--- src/design/n2a_pkg.sv ---
// shared types, codes and constants for the number to ascii formatter
// used by n2a_ctrl, n2a_dp and number_to_ascii_formatter; no dependencies
package n2a_pkg;

  // width of the hex pointer, a multiple of 4 between 16 and 64
  localparam int PointerBits = 64;

  localparam int ValueW    = 64;
  localparam int MagW      = 32;
  localparam int DecDigits = 10;
  localparam int HexDigits = PointerBits / 4;
  localparam int DigW      = 64;
  localparam int BcdLsb    = DigW - DecDigits * 4;
  localparam int HexShift  = DigW - PointerBits;
  localparam int CntW      = 5;
  localparam int CycW      = $clog2(MagW);

  // format selector codes
  localparam logic [1:0] OpSignedDec   = 2'd0;
  localparam logic [1:0] OpUnsignedDec = 2'd1;
  localparam logic [1:0] OpHexPtr      = 2'd2;

  // ascii codes
  localparam logic [7:0] ChZero     = 8'd48;
  localparam logic [7:0] ChHexAlpha = 8'd87;
  localparam logic [7:0] ChMinus    = 8'd45;
  localparam logic [7:0] ChX        = 8'd120;

  typedef struct packed {
    logic [1:0]        operation;
    logic [ValueW-1:0] value;
  } n2a_in_t;

  typedef struct packed {
    logic [7:0] char_code;
    logic       last;
  } n2a_out_t;

  // which character the output shows
  typedef enum logic [1:0] {
    SEL_MINUS = 2'd0,
    SEL_ZERO  = 2'd1,
    SEL_X     = 2'd2,
    SEL_DIGIT = 2'd3
  } char_sel_t;

  // controller to datapath
  typedef struct packed {
    logic      load;
    logic      conv_step;
    logic      shift_dig;
    char_sel_t char_sel;
  } n2a_cmd_t;

  // datapath to controller
  typedef struct packed {
    logic [1:0] in_op;
    logic       in_neg;
    logic       conv_last;
    logic       top_zero;
    logic       cnt_one;
  } n2a_stat_t;

endpackage

--- src/design/number_to_ascii_formatter.sv ---
// top level of the number to ascii formatter: controller plus datapath
// depends on n2a_pkg, n2a_ctrl, n2a_dp
//
//   channel | direction | handshake          | payload
//   in      | input     | in_valid, in_stall | n2a_in_t  (operation, value)
//   out     | output    | out_valid, out_stall | n2a_out_t (char_code, last)
//
// one item at a time; in_stall is low only while the controller is idle
// decimal: load, then the minus sign when negative, then shift-and-add-3 conversion of the
// 32-bit magnitude, then leading zero skip, then up to 10 digits
// hex: load, then 2 prefix characters, then leading zero skip, then up to 16 digits
// prefix and digit characters go out one per cycle while out_stall is low
// a stalled output holds its character; reset returns the controller to idle
module number_to_ascii_formatter
  import n2a_pkg::*;
(
  input  logic     clk,
  input  logic     rst_n,
  input  logic     in_valid,
  output logic     in_stall,
  input  n2a_in_t  in_data,
  output logic     out_valid,
  input  logic     out_stall,
  output n2a_out_t out_data
);

  n2a_cmd_t  cmd;
  n2a_stat_t stat;
  logic      last;

  n2a_ctrl u_ctrl (
    .clk       (clk),
    .rst_n     (rst_n),
    .in_valid  (in_valid),
    .in_stall  (in_stall),
    .out_valid (out_valid),
    .out_stall (out_stall),
    .out_last  (last),
    .stat      (stat),
    .cmd       (cmd)
  );

  n2a_dp u_dp (
    .clk      (clk),
    .rst_n    (rst_n),
    .in_data  (in_data),
    .cmd      (cmd),
    .out_last (last),
    .stat     (stat),
    .out_data (out_data)
  );

endmodule

--- src/design/n2a_dp.sv ---
// datapath: input latch, bit-serial binary to bcd, nibble shift register and char mux
// depends on n2a_pkg
module n2a_dp
  import n2a_pkg::*;
(
  input  logic      clk,
  input  logic      rst_n,
  input  n2a_in_t   in_data,
  input  n2a_cmd_t  cmd,
  input  logic      out_last,
  output n2a_stat_t stat,
  output n2a_out_t  out_data
);

  logic [MagW-1:0] bin_r, bin_nxt;
  logic [DigW-1:0] dig_r, dig_nxt;
  logic [CntW-1:0] cnt_r, cnt_nxt;
  logic [CycW-1:0] cyc_r, cyc_nxt;
  logic [MagW-1:0] low32;
  logic [MagW-1:0] mag;
  logic            neg;
  logic [DecDigits*4-1:0] bcd_adj;
  logic [3:0]      top_nib;

  // input decode
  assign low32 = in_data.value[MagW-1:0];
  assign neg   = (in_data.operation == OpSignedDec) && low32[MagW-1];
  assign mag   = neg ? (~low32 + {{(MagW-1){1'b0}}, 1'b1}) : low32;

  // add-3 correction on each bcd digit ahead of the shift
  always_comb begin
    for (int i = 0; i < DecDigits; i++) begin
      if (dig_r[BcdLsb + i*4 +: 4] >= 4'd5) begin
        bcd_adj[i*4 +: 4] = dig_r[BcdLsb + i*4 +: 4] + 4'd3;
      end else begin
        bcd_adj[i*4 +: 4] = dig_r[BcdLsb + i*4 +: 4];
      end
    end
  end

  // next state of the working registers
  always_comb begin
    bin_nxt = bin_r;
    dig_nxt = dig_r;
    cnt_nxt = cnt_r;
    cyc_nxt = cyc_r;
    if (cmd.load) begin
      cyc_nxt = '0;
      if (in_data.operation == OpHexPtr) begin
        dig_nxt = in_data.value << HexShift;
        cnt_nxt = CntW'(HexDigits);
      end else begin
        bin_nxt = mag;
        dig_nxt = '0;
        cnt_nxt = CntW'(DecDigits);
      end
    end else if (cmd.conv_step) begin
      dig_nxt = {bcd_adj[DecDigits*4-2:0], bin_r[MagW-1], {BcdLsb{1'b0}}};
      bin_nxt = {bin_r[MagW-2:0], 1'b0};
      cyc_nxt = cyc_r + 1'b1;
    end else if (cmd.shift_dig) begin
      dig_nxt = {dig_r[DigW-5:0], 4'd0};
      cnt_nxt = cnt_r - 1'b1;
    end
  end

  // control counters
  always_ff @(posedge clk) begin
    if (!rst_n) begin
      cnt_r <= '0;
      cyc_r <= '0;
    end else begin
      cnt_r <= cnt_nxt;
      cyc_r <= cyc_nxt;
    end
  end

  // payload registers
  always_ff @(posedge clk) begin
    bin_r <= bin_nxt;
    dig_r <= dig_nxt;
  end

  // status
  assign top_nib        = dig_r[DigW-1 -: 4];
  assign stat.in_op     = in_data.operation;
  assign stat.in_neg    = neg;
  assign stat.conv_last = (cyc_r == {CycW{1'b1}});
  assign stat.top_zero  = (top_nib == 4'd0);
  assign stat.cnt_one   = (cnt_r == CntW'(1));

  // character select
  always_comb begin
    unique case (cmd.char_sel)
      SEL_MINUS: out_data.char_code = ChMinus;
      SEL_ZERO:  out_data.char_code = ChZero;
      SEL_X:     out_data.char_code = ChX;
      SEL_DIGIT: begin
        if (top_nib < 4'd10) begin
          out_data.char_code = ChZero + {4'd0, top_nib};
        end else begin
          out_data.char_code = ChHexAlpha + {4'd0, top_nib};
        end
      end
    endcase
  end
  assign out_data.last = out_last;

endmodule

--- src/design/n2a_ctrl.sv ---
// controller state machine: sequences sign, prefix, conversion, zero skip and digits
// depends on n2a_pkg
module n2a_ctrl
  import n2a_pkg::*;
(
  input  logic      clk,
  input  logic      rst_n,
  input  logic      in_valid,
  output logic      in_stall,
  output logic      out_valid,
  input  logic      out_stall,
  output logic      out_last,
  input  n2a_stat_t stat,
  output n2a_cmd_t  cmd
);

  typedef enum logic [6:0] {
    ST_IDLE  = 7'b0000001,
    ST_SIGN  = 7'b0000010,
    ST_CONV  = 7'b0000100,
    ST_PRE0  = 7'b0001000,
    ST_PREX  = 7'b0010000,
    ST_SKIP  = 7'b0100000,
    ST_DIGIT = 7'b1000000
  } state_t;

  state_t state_r, state_nxt;
  logic   take;

  assign take = !out_stall;

  // next state and commands
  always_comb begin
    state_nxt     = state_r;
    cmd.load      = 1'b0;
    cmd.conv_step = 1'b0;
    cmd.shift_dig = 1'b0;
    cmd.char_sel  = SEL_DIGIT;
    in_stall      = 1'b1;
    out_valid     = 1'b0;
    out_last      = 1'b0;
    unique case (state_r)
      ST_IDLE: begin
        in_stall = 1'b0;
        if (in_valid) begin
          cmd.load = 1'b1;
          if (stat.in_op == OpHexPtr) begin
            state_nxt = ST_PRE0;
          end else if (stat.in_neg) begin
            state_nxt = ST_SIGN;
          end else if (stat.in_op == OpUnsignedDec || stat.in_op == OpSignedDec) begin
            state_nxt = ST_CONV;
          end
        end
      end
      ST_SIGN: begin
        out_valid    = 1'b1;
        cmd.char_sel = SEL_MINUS;
        if (take) begin
          state_nxt = ST_CONV;
        end
      end
      ST_CONV: begin
        cmd.conv_step = 1'b1;
        if (stat.conv_last) begin
          state_nxt = ST_SKIP;
        end
      end
      ST_PRE0: begin
        out_valid    = 1'b1;
        cmd.char_sel = SEL_ZERO;
        if (take) begin
          state_nxt = ST_PREX;
        end
      end
      ST_PREX: begin
        out_valid    = 1'b1;
        cmd.char_sel = SEL_X;
        if (take) begin
          state_nxt = ST_SKIP;
        end
      end
      ST_SKIP: begin
        // drop leading zeros but keep the final digit
        if (stat.top_zero && !stat.cnt_one) begin
          cmd.shift_dig = 1'b1;
        end else begin
          state_nxt = ST_DIGIT;
        end
      end
      ST_DIGIT: begin
        out_valid = 1'b1;
        out_last  = stat.cnt_one;
        if (take) begin
          if (stat.cnt_one) begin
            state_nxt = ST_IDLE;
          end else begin
            cmd.shift_dig = 1'b1;
          end
        end
      end
      default: state_nxt = ST_IDLE;
    endcase
  end

  // state register
  always_ff @(posedge clk) begin
    if (!rst_n) begin
      state_r <= ST_IDLE;
    end else begin
      state_r <= state_nxt;
    end
  end

endmodule
--- config.mk ---
export PLATFORM = sky130hd
export DESIGN_NAME = number_to_ascii_formatter
export DESIGN_NICKNAME = d
export VERILOG_FILES = /design/src/design/n2a_pkg.sv /design/src/design/number_to_ascii_formatter.sv /design/src/design/n2a_dp.sv /design/src/design/n2a_ctrl.sv
export SDC_FILE = /design/constraint.sdc
export NUM_CORES = 1
export LEC_CHECK = 0
export BUFFER_PORTS_ARGS = -buffer_cell sky130_fd_sc_hd__clkbuf_2
export CORE_UTILIZATION = 65
export CTS_BUF_LIST = sky130_fd_sc_hd__clkbuf_8
export CTS_CLUSTER_SIZE = 28
export DETAILED_ROUTE_END_ITERATION = 10
export MAX_ROUTING_LAYER = met4
export PLACE_DENSITY = 0.85
export SYNTH_ARGS = -nofsm -noshare
export SYNTH_HDL_FRONTEND = slang
export SYNTH_SLANG_ARGS = --single-unit
export TNS_END_PERCENT = 50
--- constraint.sdc ---
create_clock -name clk -period 12.2 [get_ports clk]
set_input_delay 2.44 -clock clk [delete_from_list [all_inputs] [get_ports clk]]
set_output_delay 2.44 -clock clk [all_outputs]
set_load 0.02 [all_outputs]
==> results.txt <==
Worst-case clock buffer depth = 2
# fillers = 744
Slew @ Worst Pin = 1.05 ns
Hold_sp = u_dp.cyc_r[4]
Count leader, synth = nand2_1
Final Setup Violations = 0
Layout cells sized above 1 = 15.9%
DRC = 0
Pwr dens = 238 mW/mm^2
IO Count = 81
R2R Path Start = u_ctrl.state_r[4]
First-pass GRT wire length = 27.8 mm
Vias in the first global route = 5885
Critical Path Start Type = flip-flop
Clk Latency, worst-skew pair = 0.44 ns
Number of buffers and inverters on the critical path = 1
Fraction of registers with async set/reset = 0%
Flops & latches, synth = 113
Worst setup EP type = output port
Die height = 107 um
Post-synthesis cell area = 0.00714 mm^2
Row count = 37
CP Cell Sequence = nor3_1, and4b_1, o31ai_1, clkbuf_2
Setup TNS = 0 ns
Status = finished, final reports clean
Synth cell count leaders = 100 x nand2_1, 96 x edfxtp_1, 73 x a21oi_1
Distinct cells, synth = 59
Die area = 0.0114 mm^2
HP Class = flip-flop to flip-flop
HPWL after DPL = 11.4 mm
Area grow syn2layout = 11.0%
Final Max Tran Viols = 0
Final worst-path cycle share = 39.4%
Die width = 107 um
# port buffers = 78
Final WL = 17.3 mm
Worst-path clk slew = 0.07 ns
Main synth FF type = edfxtp_1
Avg Cell Area, Syn = 9.28 um^2
Post-synthesis sequential area ratio = 45.1%
CP top delay family = simple AND/OR/NAND/NOR gates
Largest area contributor in the synthesized netlist = edfxtp_1
Worst-path maximum fanout = 10
CTS tree = yes
Via/cell ratio = 6.37
Max-cap violations = 0
Initial Util = 68.0%
Top cell type's share of synthesized area = 40.4%
Yosys warns = 0
Iter 0 DRT Violations = 599
DP Area = 0.00757 mm^2
Final min period = 4.81 ns
Clock Skew = 0.0103 ns
Post-Syn Instances = 770
Setup Buffers After CTS = 0
Number of clock sinks = 113
Relative slew margins = 30.1%
Critical Path Max Stage Delay = 0.79 ns
Initial antenna violation count = 0
Via count = 6197
Num CTS Buffers = 17
Antenna-violating nets left = 0
Worst Setup Path Type = flip-flop to output port
Largest net degree at the start of global routing = 112
GRT Residual Overflow = 0
CTS H-tree lvls = 4
Number of synthesized flops with an enable pin = 96
Leak = 3.09 nW
Root buf cell = clkbuf_8
RSZ-0062 raised after global routing = no
Syn Nets = 866
Final Hold Vio Count = 0
Routed wire per std cell = 17.8 um
Fmax = 0.208 GHz
Critical Path AT = 2.37 ns
Hold buffers post-CTS = 0
Slowest stage cell, crit path = nor3_1
Design Area, Final = 0.00793 mm^2
Largest cells by area after synthesis = edfxtp_1 40%, nand2_1 5.3%, a21oi_1 5.1%
Final #Nets = 920
Core ar. = 0.0105 mm^2
Total track usage = 32.1%
Pre-antenna DRT Iters = 5
Antenna Cells = 0
Crit path launch = u_ctrl.state_r[4]
GP Congestion = 0.926
Max VDD drop = 0.139 mV
Post_cts resized = 0
Req. time, crit path = 9.76 ns
[cell type report]
| class | instances | area, um^2 | area share (%) |
|---|---|---|---|
| inverter | 29 | 109 | 1.37 |
| sequential | 113 | 3220 | 40.6 |
| clock buffer | 17 | 234 | 2.95 |
| tap | 136 | 170 | 2.15 |
| timing repair buffer | 89 | 473 | 5.96 |
| clock inverter | 15 | 128 | 1.61 |
| multi-input combinational | 574 | 3590 | 45.3 |
[cells by family (layout without fill, tap and decap cells)]
logic type,after synthesis,after routing,share of synthesized area [%]
and+or+nand+nor,256,256,18.2
other,2,2,0.105
AOI/OAI and AO/OA,231,231,19.6
buffers and inverters,83,150,5.01
xor gates and xnor gates,48,48,5.89
DFF,113,113,45.1
muxes,11,11,1.58
adders and majority gates,26,26,4.55
[stage by stage]
step	total power, W	cells	util, %	worst slack (ns)	hold WS, ns
global placement	0.00149	941	72.0	7.67	0.448
floorplan	0.00135	770	-	6.47	0.441
global route	0.00202	973	75.5	7.23	0.510
finish	0.00189	973	75.5	7.39	0.495
CTS	0.00188	973	75.5	7.40	0.494
detailed placement	0.00155	941	72.0	7.64	0.484
[worst paths after layout]
kind | to | slack [ns] | cells after the start
worst max-delay path | out_data[7] | 7.39 | 4
worst min-delay path | u_dp.cyc_r[4] | 0.49 | 2
worst max register to register | u_dp.dig_r[48] | 8.84 | 7
worst min register to register | u_dp.cyc_r[4] | 0.49 | 2
[where the power goes]
part	total [W]	leakage, nW	switching (W)	internal [W]
clock	0.000331	0.188	0.000156	0.000175
sequential	0.000792	1.05	0.000125	0.000667
combinational	0.000768	1.84	0.000467	0.000301
[placed cells by master (no fill, tap or decap), drive strengths merged, types with 20 or more instances in the layout]
| cell type | instances |
|---|---|
| nor2 | 44 |
| a21oi | 73 |
| xnor2 | 34 |
| inv | 31 |
| a22o | 20 |
| ha | 26 |
| clkbuf | 95 |
| nand2 | 100 |
| o21ai | 70 |
| nand3 | 21 |
| edfxtp | 96 |
| a31oi | 26 |
[layer usage]
layer / global-route usage (%) / wire length (um)
met1: 39.8 / 7120
met2: 52.7 / 8450
met3: 6.02 / 1360
met4: 11.7 / 388
met5: - / 0
[worst min-delay path: stages, from the launching register on]
cell and delay (ns):
dfxtp_1 0.32, nand2_1 0.07, a21oi_1 0.06
[registers in the layout, indices dropped and copies added (netlist names)]
signal and count:
u_ctrl.state_r 7, u_dp.dig_r 64, u_dp.bin_r 32, u_dp.cnt_r 5
u_dp.cyc_r 5
(Power assumes the default switching activity.)
